**src/hdl/bsu_pkg.sv**
```systemverilog
// ----------------------------------------------------------------------------
// bsu_pkg
// Shared codes, widths and types of the bounded stack block.
// ----------------------------------------------------------------------------
package bsu_pkg;

    // Fixed field widths
    localparam int KIND_W = 3;
    localparam int CAP_W  = 7;

    // Capacity register value after reset
    localparam logic [CAP_W-1:0] CAP_RESET = 7'd64;

    // Operation codes
    localparam logic [KIND_W-1:0] KIND_PUSH   = 3'd0;
    localparam logic [KIND_W-1:0] KIND_POP    = 3'd1;
    localparam logic [KIND_W-1:0] KIND_REMOVE = 3'd2;
    localparam logic [KIND_W-1:0] KIND_INSERT = 3'd3;
    localparam logic [KIND_W-1:0] KIND_NOP    = 3'd4;

    // Sequencer states
    typedef enum logic [1:0] {
        ST_IDLE = 2'b01,
        ST_EXEC = 2'b10
    } state_t;

endpackage

```
**src/hdl/bsu_if.sv**
```systemverilog
// ----------------------------------------------------------------------------
// bsu_if
// Valid/ready channels of the bounded stack: operations, results, capacity.
// ----------------------------------------------------------------------------

// Operation channel
interface bsu_in_if #(
    parameter int WIDTH = 32
);
    logic                       valid;
    logic                       ready;
    logic [bsu_pkg::KIND_W-1:0] kind;
    logic [WIDTH-1:0]           push_value;

    modport source (output valid, output kind, output push_value, input ready);
    modport sink   (input valid, input kind, input push_value, output ready);
endinterface

// Result channel
interface bsu_out_if #(
    parameter int WIDTH = 32,
    parameter int CNT_W = 7
);
    logic             valid;
    logic             ready;
    logic [CNT_W-1:0] entry_count;
    logic [WIDTH-1:0] top_value;
    logic             top_valid;
    logic [WIDTH-1:0] second_value;
    logic             second_valid;
    logic             op_done;

    modport source (output valid, output entry_count, output top_value,
                    output top_valid, output second_value, output second_valid,
                    output op_done, input ready);
    modport sink   (input valid, input entry_count, input top_value,
                    input top_valid, input second_value, input second_valid,
                    input op_done, output ready);
endinterface

// Capacity write channel
interface bsu_cfg_if;
    logic                      valid;
    logic                      ready;
    logic [bsu_pkg::CAP_W-1:0] stack_capacity;

    modport source (output valid, output stack_capacity, input ready);
    modport sink   (input valid, input stack_capacity, output ready);
endinterface

```
**src/hdl/bsu_ram.sv**
```systemverilog
// ----------------------------------------------------------------------------
// bsu_ram
// Stack store: one write port, one read port with registered read data.
// ----------------------------------------------------------------------------
module bsu_ram #(
    parameter int DEPTH = 64,
    parameter int WIDTH = 32,
    parameter int AW    = 6
) (
    input  logic             clk,
    input  logic             wr_en,
    input  logic [AW-1:0]    wr_addr,
    input  logic [WIDTH-1:0] wr_data,
    input  logic             rd_en,
    input  logic [AW-1:0]    rd_addr,
    output logic [WIDTH-1:0] rd_data
);

    logic [WIDTH-1:0] mem [DEPTH];
    logic [WIDTH-1:0] rd_data_reg;

    // Write port
    always_ff @(posedge clk)
    begin
        if (wr_en)
        begin
            mem[wr_addr] <= wr_data;
        end
    end

    // Read port, registered read data
    always_ff @(posedge clk)
    begin
        if (rd_en)
        begin
            rd_data_reg <= mem[rd_addr];
        end
    end

    assign rd_data = rd_data_reg;

endmodule

```
**src/hdl/bounded_stack_with_under_top_ops.sv**
```systemverilog
// ----------------------------------------------------------------------------
// bounded_stack_with_under_top_ops
// Bounded LIFO stack with push, pop, remove-second and insert-under-top.
// ----------------------------------------------------------------------------
// Result: registered in the execute state once the result register is free.
// Operations: none is taken until the last one has executed; the store entry
//   third from top is read at every operation transfer.
// Top and second entries live in registers; the store holds the rest.
// Reset: entry count zero, capacity 64, store contents left as they are.
// ----------------------------------------------------------------------------
module bounded_stack_with_under_top_ops #(
    parameter int DEPTH = 64,
    parameter int WIDTH = 32
) (
    input logic      clk,
    input logic      rst_n,
    bsu_in_if.sink   item,
    bsu_out_if.source result,
    bsu_cfg_if.sink  cfg
);

    localparam int AW    = $clog2(DEPTH);
    localparam int CNT_W = $clog2(DEPTH + 1);
    localparam int CW    = (CNT_W > bsu_pkg::CAP_W) ? CNT_W : bsu_pkg::CAP_W;

    bsu_pkg::state_t state_reg, state_next;

    logic [bsu_pkg::CAP_W-1:0]  cap_reg;
    logic [CNT_W-1:0]           count_reg, count_next;
    logic [WIDTH-1:0]           top_reg, top_next;
    logic [WIDTH-1:0]           second_reg, second_next;
    logic [bsu_pkg::KIND_W-1:0] kind_reg;
    logic [WIDTH-1:0]           val_reg;

    logic             out_valid_reg;
    logic [CNT_W-1:0] out_count_reg;
    logic [WIDTH-1:0] out_top_reg;
    logic             out_top_valid_reg;
    logic [WIDTH-1:0] out_second_reg;
    logic             out_second_valid_reg;
    logic             out_done_reg;

    logic             item_xfer;
    logic             out_free;
    logic             exec_fire;
    logic             done;
    logic             wr_en;
    logic [AW-1:0]    wr_addr;
    logic [WIDTH-1:0] wr_data;
    logic [AW-1:0]    rd_addr;
    logic [WIDTH-1:0] rd_data;
    logic [CW-1:0]    n_ext;
    logic [CW-1:0]    cap_ext;
    logic [CW-1:0]    lim;
    logic [CW-1:0]    next_ext;

    // Handshakes
    assign item.ready = (state_reg == bsu_pkg::ST_IDLE);
    assign item_xfer  = item.valid && item.ready;
    assign out_free   = !out_valid_reg || result.ready;
    assign exec_fire  = (state_reg == bsu_pkg::ST_EXEC) && out_free;
    assign cfg.ready  = 1'b1;

    // Capacity register
    always_ff @(posedge clk or negedge rst_n)
    begin
        if (!rst_n)
        begin
            cap_reg <= bsu_pkg::CAP_RESET;
        end
        else if (cfg.valid)
        begin
            cap_reg <= cfg.stack_capacity;
        end
    end

    // Effective limit: capacity clipped to the store depth
    assign cap_ext = CW'(cap_reg);
    assign lim     = (cap_ext > CW'(DEPTH)) ? CW'(DEPTH) : cap_ext;
    assign n_ext   = CW'(count_reg);

    // Store: fetch third from top at transfer, spill on push/insert
    assign rd_addr = AW'(count_reg - CNT_W'(3));

    bsu_ram #(
        .DEPTH (DEPTH),
        .WIDTH (WIDTH),
        .AW    (AW)
    ) u_ram (
        .clk     (clk),
        .wr_en   (wr_en),
        .wr_addr (wr_addr),
        .wr_data (wr_data),
        .rd_en   (item_xfer),
        .rd_addr (rd_addr),
        .rd_data (rd_data)
    );

    // Operation decode and next stack state
    always_comb
    begin
        count_next  = count_reg;
        top_next    = top_reg;
        second_next = second_reg;
        done        = 1'b0;
        wr_en       = 1'b0;
        wr_addr     = AW'(count_reg - CNT_W'(2));
        wr_data     = second_reg;
        unique case (kind_reg)
            bsu_pkg::KIND_PUSH:
            begin
                if (n_ext < lim)
                begin
                    wr_en       = exec_fire && (n_ext >= CW'(2));
                    top_next    = val_reg;
                    second_next = top_reg;
                    count_next  = count_reg + CNT_W'(1);
                    done        = 1'b1;
                end
            end
            bsu_pkg::KIND_POP:
            begin
                if (n_ext != '0)
                begin
                    top_next    = second_reg;
                    second_next = rd_data;
                    count_next  = count_reg - CNT_W'(1);
                    done        = 1'b1;
                end
            end
            bsu_pkg::KIND_REMOVE:
            begin
                if (n_ext >= CW'(2))
                begin
                    second_next = rd_data;
                    count_next  = count_reg - CNT_W'(1);
                    done        = 1'b1;
                end
            end
            bsu_pkg::KIND_INSERT:
            begin
                if ((n_ext != '0) && (n_ext <= lim))
                begin
                    if (n_ext < lim)
                    begin
                        wr_en       = exec_fire && (n_ext >= CW'(2));
                        second_next = val_reg;
                        count_next  = count_reg + CNT_W'(1);
                    end
                    else
                    begin
                        top_next = val_reg;
                    end
                    done = 1'b1;
                end
            end
            bsu_pkg::KIND_NOP:
            begin
            end
            default:
            begin
            end
        endcase
    end

    assign next_ext = CW'(count_next);

    // Sequencer
    always_comb
    begin
        state_next = state_reg;
        unique case (state_reg)
            bsu_pkg::ST_IDLE:
            begin
                if (item_xfer)
                begin
                    state_next = bsu_pkg::ST_EXEC;
                end
            end
            bsu_pkg::ST_EXEC:
            begin
                if (out_free)
                begin
                    state_next = bsu_pkg::ST_IDLE;
                end
            end
            default:
            begin
                state_next = bsu_pkg::ST_IDLE;
            end
        endcase
    end

    // Control state
    always_ff @(posedge clk or negedge rst_n)
    begin
        if (!rst_n)
        begin
            state_reg     <= bsu_pkg::ST_IDLE;
            count_reg     <= '0;
            out_valid_reg <= 1'b0;
        end
        else
        begin
            state_reg <= state_next;
            if (exec_fire)
            begin
                count_reg     <= count_next;
                out_valid_reg <= 1'b1;
            end
            else if (result.ready)
            begin
                out_valid_reg <= 1'b0;
            end
        end
    end

    // Payload: latched operation, top entries, result register
    always_ff @(posedge clk)
    begin
        if (item_xfer)
        begin
            kind_reg <= item.kind;
            val_reg  <= item.push_value;
        end
        if (exec_fire)
        begin
            top_reg              <= top_next;
            second_reg           <= second_next;
            out_count_reg        <= count_next;
            out_top_valid_reg    <= (next_ext >= CW'(1));
            out_top_reg          <= (next_ext >= CW'(1)) ? top_next : '0;
            out_second_valid_reg <= (next_ext >= CW'(2));
            out_second_reg       <= (next_ext >= CW'(2)) ? second_next : '0;
            out_done_reg         <= done;
        end
    end

    assign result.valid        = out_valid_reg;
    assign result.entry_count  = out_count_reg;
    assign result.top_value    = out_top_reg;
    assign result.top_valid    = out_top_valid_reg;
    assign result.second_value = out_second_reg;
    assign result.second_valid = out_second_valid_reg;
    assign result.op_done      = out_done_reg;

endmodule
```
**src/flat_wrapper.sv**
```systemverilog
// flat-port wrapper written by rule: the top's interface ports become plain ports
module bounded_stack_with_under_top_ops_flat 
#(
    parameter int DEPTH = 64,
    parameter int WIDTH = 32
)
  (clk, rst_n, item_valid, item_kind, item_push_value, item_ready, result_valid, result_entry_count, result_top_value, result_top_valid, result_second_value, result_second_valid, result_op_done, result_ready, cfg_valid, cfg_stack_capacity, cfg_ready);
  bsu_in_if #(.WIDTH(WIDTH)) item_i ();
  bsu_out_if #(.WIDTH(WIDTH)) result_i ();
  bsu_cfg_if cfg_i ();
  input logic clk;
  input logic rst_n;
  input wire logic [$bits(item_i.valid)-1:0] item_valid;
  input wire logic [$bits(item_i.kind)-1:0] item_kind;
  input wire logic [$bits(item_i.push_value)-1:0] item_push_value;
  output wire logic [$bits(item_i.ready)-1:0] item_ready;
  output wire logic [$bits(result_i.valid)-1:0] result_valid;
  output wire logic [$bits(result_i.entry_count)-1:0] result_entry_count;
  output wire logic [$bits(result_i.top_value)-1:0] result_top_value;
  output wire logic [$bits(result_i.top_valid)-1:0] result_top_valid;
  output wire logic [$bits(result_i.second_value)-1:0] result_second_value;
  output wire logic [$bits(result_i.second_valid)-1:0] result_second_valid;
  output wire logic [$bits(result_i.op_done)-1:0] result_op_done;
  input wire logic [$bits(result_i.ready)-1:0] result_ready;
  input wire logic [$bits(cfg_i.valid)-1:0] cfg_valid;
  input wire logic [$bits(cfg_i.stack_capacity)-1:0] cfg_stack_capacity;
  output wire logic [$bits(cfg_i.ready)-1:0] cfg_ready;
  assign item_i.valid = item_valid;
  assign item_i.kind = item_kind;
  assign item_i.push_value = item_push_value;
  assign item_ready = item_i.ready;
  assign result_valid = result_i.valid;
  assign result_entry_count = result_i.entry_count;
  assign result_top_value = result_i.top_value;
  assign result_top_valid = result_i.top_valid;
  assign result_second_value = result_i.second_value;
  assign result_second_valid = result_i.second_valid;
  assign result_op_done = result_i.op_done;
  assign result_i.ready = result_ready;
  assign cfg_i.valid = cfg_valid;
  assign cfg_i.stack_capacity = cfg_stack_capacity;
  assign cfg_ready = cfg_i.ready;
  bounded_stack_with_under_top_ops #(.DEPTH(DEPTH), .WIDTH(WIDTH)) u_core (.clk(clk), .rst_n(rst_n), .item(item_i), .result(result_i), .cfg(cfg_i));
endmodule
```
**config.mk**
```make
export PLATFORM = sky130hd
export DESIGN_NAME = bounded_stack_with_under_top_ops_flat
export DESIGN_NICKNAME = d
export VERILOG_FILES = /design/src/hdl/bsu_pkg.sv /design/src/hdl/bsu_if.sv /design/src/hdl/bsu_ram.sv /design/src/hdl/bounded_stack_with_under_top_ops.sv /design/src/flat_wrapper.sv
export SDC_FILE = /design/constraint.sdc
export NUM_CORES = 2
export LEC_CHECK = 0
export ABC_AREA = 1
export BUFFER_PORTS_ARGS = -buffer_cell sky130_fd_sc_hd__buf_2
export CAP_MARGIN = 20
export CORE_ASPECT_RATIO = 0.5
export CORE_MARGIN = 2
export CORE_UTILIZATION = 32
export DETAILED_ROUTE_END_ITERATION = 8
export PLACE_DENSITY_LB_ADDON = 0.15
export SLEW_MARGIN = 20
export SYNTH_ARGS = -nofsm -noshare
export SYNTH_HDL_FRONTEND = slang
export SYNTH_SLANG_ARGS = --single-unit
```
**constraint.sdc**
```tcl
create_clock -name clk -period 9.3 [get_ports clk]
set_clock_uncertainty 0.1 [all_clocks]
set_input_delay 1.395 -clock clk [delete_from_list [all_inputs] [get_ports clk]]
set_output_delay 1.395 -clock clk [all_outputs]
set_load 0.005 [all_outputs]
```
After elaboration in Yosys (flattened, before gate mapping)
Memories as Yosys holds them, arrays and structs flattened. A register that Yosys moved wholly into a read port is not among the register bits.
Cells that the tools add are included.
Widths: inputs -> output; s select.
- register bits: 190
- memory bits (writable): 2048
- output and inout port bits: 77
- word-level logic and storage cells: 74
- memories: 1
- memories (name ; depth ; width ; read ports ; clocked after Yosys merged registers in ; write ports ; line ; text):
    u_core.u_ram.mem ; 64 ; 32 ; 1 ; 1 ; 1 ; bsu_ram.sv:19 ; logic [WIDTH-1:0] mem [DEPTH];
- add/subtract/negate cells: 4
- order comparisons: 6
- eq/ne operators: 7
- muxes and demuxes: 32
- reductions and logical operators: 10
- operators by type and width (kind ; number):
    $mux 32 ; 9
    $pmux 32 s4 ; 1
    $pmux 32 s3 ; 1
    $mux 7 ; 5
    $pmux 7 s4 ; 1
    $ge 7x2->1 const B ; 2
    $sub 6x2->6 const B ; 2
    $mux 1 ; 10
    $add 7x1->7 const B ; 1
    $ge 7x1->1 const B ; 1
    $gt 7x7->1 const B ; 1
    $le 7x7->1 ; 1
    $lt 7x7->1 ; 1
    $reduce_bool 7->1 ; 1
    $sub 7x1->7 const B ; 1
    $eq 3x2->1 const B ; 2
    $logic_and 1x1->1 ; 4
    $mux 2 ; 2
    $pmux 1 s4 ; 1
    $pmux 2 s2 ; 1
    $eq 3x1->1 const B ; 1
    $logic_not 3->1 ; 1
    $eq 2x1->1 const B ; 1
    $eq 2x2->1 const B ; 1
    7 further kinds ; 7

Logic depth before layout (Yosys ltp)
- word-level depth: 9
- gate-level depth with buffers: 22
- mapped depth without buffers: 17

By module
A second synthesis with hierarchy kept.
- cell total of the unflattened synthesis: 8191
- area, all modules: 94839.7 um^2
- modules (own cells, without submodules) (module ; times used ; cells each ; area each (um^2)):
    bsu_ram ; 1 ; 6769 ; 83058.4
    bounded_stack_with_under_top_ops ; 1 ; 1422 ; 11781.3

Least setup slack after synthesis
No wires, ideal clock.
- kind: input -> register
- start: input port result_ready
- end: register u_core.count_reg[0]
- library setup time: 0.345 ns
- arrival time: 5.833 ns
- slack: 3.022 ns
- cell stages on the path: 4
- buffers on the path: 1
- path through: nor2_1 > nor2_1 > clkbuf_1 > o21ai_0
- cells in the longest elaborated chain, start to end: 2
- RTL lines (what ; line ; text):
    start, declared ; flat_wrapper.sv:24 ; input wire logic [$bits(result_i.ready)-1:0] result_ready;
    $logic_or 1x1->1 ; bounded_stack_with_under_top_ops.sv:60 ; assign out_free = !out_valid_reg || result.ready;
    $logic_and 1x1->1 ; bounded_stack_with_under_top_ops.sv:61 ; assign exec_fire = (state_reg == bsu_pkg::ST_EXEC) && out_free;
    net u_core.exec_fire ; bounded_stack_with_under_top_ops.sv:45 ; logic exec_fire;
    end signal, assigned ; bounded_stack_with_under_top_ops.sv:208 ; count_reg <= count_next;
    end, declared ; bounded_stack_with_under_top_ops.sv:29 ; logic [CNT_W-1:0] count_reg, count_next;
The timed path passes the listed nets, and every way through them passes these cells.
A chain may end at the register's enable or synchronous reset.

Worst setup path after layout
- start: register u_core.count_reg[0]
- end: memory u_core.u_ram.mem[18][1] (enable)
- cells in the longest elaborated chain, start to end: 7
- elaborated cells between the ends (all ways): 12
- those cells by class: add/sub (1); order compare (3); mux (5); reduce/logical (3)
- RTL lines (what ; line ; text):
    $ge 7x2->1 ; bounded_stack_with_under_top_ops.sv:114, bounded_stack_with_under_top_ops.sv:146 ;
    $logic_and 1x1->1 ; bounded_stack_with_under_top_ops.sv:114, bounded_stack_with_under_top_ops.sv:146 ;
    $mux 1 ; bounded_stack_with_under_top_ops.sv:112, bounded_stack_with_under_top_ops.sv:144 ;
    $mux 1 ; bounded_stack_with_under_top_ops.sv:142 ; if ((n_ext != '0) && (n_ext <= lim))
    $pmux 1 s2 ; bounded_stack_with_under_top_ops.sv:109 ; unique case (kind_reg)
    $mux 1 ; bsu_ram.sv:25 ; if (wr_en)
    $mux 1 (implied by the code) ; bsu_ram.sv:27 ; mem[wr_addr] <= wr_data;
    end, declared ; bsu_ram.sv:19 ;
Several ways; a longest one is shown, not always the timed one.

==> impl_results.md <==
* Core area at 0.2828 sq mm
* Main synth FF type: edfxtp_1
* Via Count at 60,650
* F_max at 0.1762 GHz
* Post-CTS sizing at 0
* Area of the multi-input gates at 0.02089 sq mm
* Most common cell after layout, fill and taps aside: edfxtp_1
* IO buf count at 122
* Final WL at 308,900 um
* Run status: finished, final reports clean
* Worst EP arrival at 6.10 ns
* CTS tree: built
* Initial cell density of the core at 32.18%
* Non-filler cells, final at 11,180
* Slew HR at 22.05%
* Pre-Repair DR Iteration Count at 7
* Initial DRC count at 7,355
* Sink Count at 2,270
* Inst Count DP at 10,770
* Adder-cell area share of the yosys netlist at 0.1375%
* WP data required at 9.72 ns
* Clk Tree Root Cell: clkbuf_16
* Met2 Usage GRT at 32.73%
* Worst-Skew Late Latency at 0.88 ns
* Gpl congestion at 0.7833
* Post-Synth XOR/XNOR Area at 0.06736%
* Gr ovfl total at 0
* Tmin final at 5.676 ns
* Syn_nets at 7,261
* Leakage at 0.03353 uW
* Routed Antenna Nets at 0
* Mapped Cells at 7,204
* Most flop-heavy register: u_core.u_ram.mem
* Complex-gate fraction of the synthesized area at 12.29%
* Post-CTS Setup Inserts at 0
* Max reg flops at 2,048
* Main combinational cell family by area after synthesis: compound AO/OA/AOI/OAI gates
* Power Dens Cells at 352.0 mW/mm^2
* Hold Crit Class: in2async
* Row cnt at 138
* Mux contribution to synthesized area at 0.06186%
* Final TNS setup at 0 ns
* Final worst path period share at 61.04%
* VDD IR max at 0.3080 mV
* Routed WL per cell at 27.63 um
* Largest net degree at the start of global routing at 197
* Dpl hpwl at 158,700 um
* Pwr Total at 36,400 uW
* RSZ-0062 raised after global routing: no
* Fraction of layout cells with a size suffix above 1 at 9.189%
* Nets at 7,273
* Setup CP Type: reg2reg
* Setup WS post-layout at 3.624 ns
* Critical path endpoint category: register
* Slew Viols, Final at 0
* Commonest cells after routing, fill and taps aside: 2,253 x edfxtp_1, 1,239 x o21ai_0, 1,212 x nor2_1
* Worst stage delay on the critical path at 0.91 ns
* First-pass GRT wire length at 436,500 um
* Post-synth EDFFs at 2,253
* Die height at 381.1 um
* Area Growth Syn to Fin at 13.62%
* Mapped cell area at 0.09101 sq mm
* Average cell area after synthesis at 12.63 sq um
* H-tree depth at 4
* Via density at 5.426
* Vias in the first global route at 58,020
* FFs w/ async S/R, synth at 0.7489%
* Die area at 0.2890 sq mm
* Hold-fix buffers, CTS at 0
* Grt met3 use at 3.160%
* Yosys cell types at 41
* GRT Util Overall at 20.79%
* Filler cells at 27,470
* # IOs at 124
* Num CTS Buffers at 224
* Cell Chain, Critical Path: inv_8 -> ha_1 -> inv_1 -> nand3_1 -> nand2_1 -> a21oi_4 -> buf_4 -> nand2_1 -> nor4_4 -> nand4_1 -> nor2_4 -> buf_4
* CP startpoint kind: register
* Grt met1 use at 30.35%
* Reg-to-reg slack, setup at 3.62 ns
* Worst Setup Slack post-DPL at 3.472 ns
* Die width at 758.2 um
* Initial antenna violation count at 24
* Sequential area share after synthesis at 74.81%
* Worst Max-Slew Pin Slew at 1.166 ns
* Grt peak-use layer: met2
* Register bit total from synthesis at 2,270
* Setup violators final at 0
* Critical-path top delay cell: nor2_4
* Yosys warnings at 0
* Final Hold Vio Count at 0
* Max FO, Critical Path at 106
* Maxcap violations at 0
* Simple-gate area share of the yosys netlist at 9.736%
* DRC viols at 0
* CTS Buffer Depth at 4
* Clk slew on worst S/H paths at 0.06 ns
* Register area at 0.06809 sq mm
==> worst paths after layout <==
path / to / from / depth (start not counted)
worst min register to register: u_core.state_reg[0]$_DFFE_PN1P_ / u_core.state_reg[1]$_DFFE_PN0P_ / 1
worst min-delay path: u_core.cap_ext[1]$_DFFE_PN0P_ / rst_n / 1
worst max-delay path: u_core.u_ram.mem[18][1]$_DFFE_PP_ / u_core.count_reg[0]$_DFFE_PN0P_ / 12
min in group clk: u_core.state_reg[0]$_DFFE_PN1P_ / u_core.state_reg[1]$_DFFE_PN0P_ / 1
max in group asynchronous: u_core.count_reg[0]$_DFFE_PN0P_ / rst_n / 1
worst max register to register: u_core.u_ram.mem[18][1]$_DFFE_PP_ / u_core.count_reg[0]$_DFFE_PN0P_ / 12
==> worst max-delay path: cells and delay by family, from the launching register on <==
kind            cells  cell delay, ns
simple gates        6            2.57
buf+inv             4            1.52
fa+ha+maj           1            0.26
flops               1            0.70
compound gates      1            0.13
==> cells by family after synthesis <==
logic type	Yosys count
flip-flops	2270
AO/OA/AOI/OAI	2003
AND/OR/NAND/NOR	2219
multiplexers	5
XOR/XNOR	7
adder cells (fa/ha/maj)	10
other	1
buffers and inverters	689
==> cell usage after synthesis, types with 10 or more instances <==
| library cell | count | area share [%] |
|---|---|---|
| edfxtp_1 | 2253 | 74 |
| nor2_1 | 1280 | 5.3 |
| o21ai_0 | 1239 | 6.8 |
| nand2_1 | 594 | 2.4 |
| o22ai_1 | 584 | 4.0 |
| clkbuf_1 | 428 | 1.8 |
| nand3_1 | 285 | 1.6 |
| inv_1 | 172 | 0.71 |
| o211ai_1 | 70 | 0.58 |
| buf_2 | 38 | 0.21 |
| buf_1 | 37 | 0.15 |
| a22oi_1 | 27 | 0.22 |
| and2_1 | 26 | 0.18 |
| o2111ai_1 | 22 | 0.21 |
| nand4_1 | 20 | 0.14 |
| a31oi_1 | 18 | 0.12 |
| dfrtp_1 | 15 | 0.41 |
| a21oi_1 | 14 | 0.077 |
| ha_1 | 10 | 0.14 |
==> routing by layer <==
metal	vias up	wire length [um]
met1	31460	140800
met4	6	6686
met5	-	41
li1	26670	-
met3	364	21160
met2	2152	140200
==> power by group <==
| part | internal [uW] | switching, uW |
|---|---|---|
| combinational | 3890 | 11600 |
| sequential | 11700 | 345 |
| clock | 4970 | 3960 |
==> per-stage QoR <==
step | util [%] | hold slack (ns) | area (sq um)
4_1_cts | 36.55 | 0.3399 | 103400
3_5_place_dp | 34.11 | 0.3898 | 96470
2_1_floorplan | - | 0.3521 | 91010
5_1_grt | 36.55 | 0.3753 | 103400
6_report | 36.56 | 0.3865 | 103400
3_3_place_gp | 34.10 | 0.3760 | 96440
==> area by class of cell <==
class	count	share of cell area, %
Clock buffer	276	5.671
Clock inverter	123	1.005
Inverter	183	0.6921
Timing Repair Buffer	292	1.989
Multi-Input combinational cell	4245	20.20
Sequential cell	2270	65.84
Antenna cell	10	0.02420
Tap cell	3780	4.574
No activity file was read; power rests on OpenSTA's default activity.
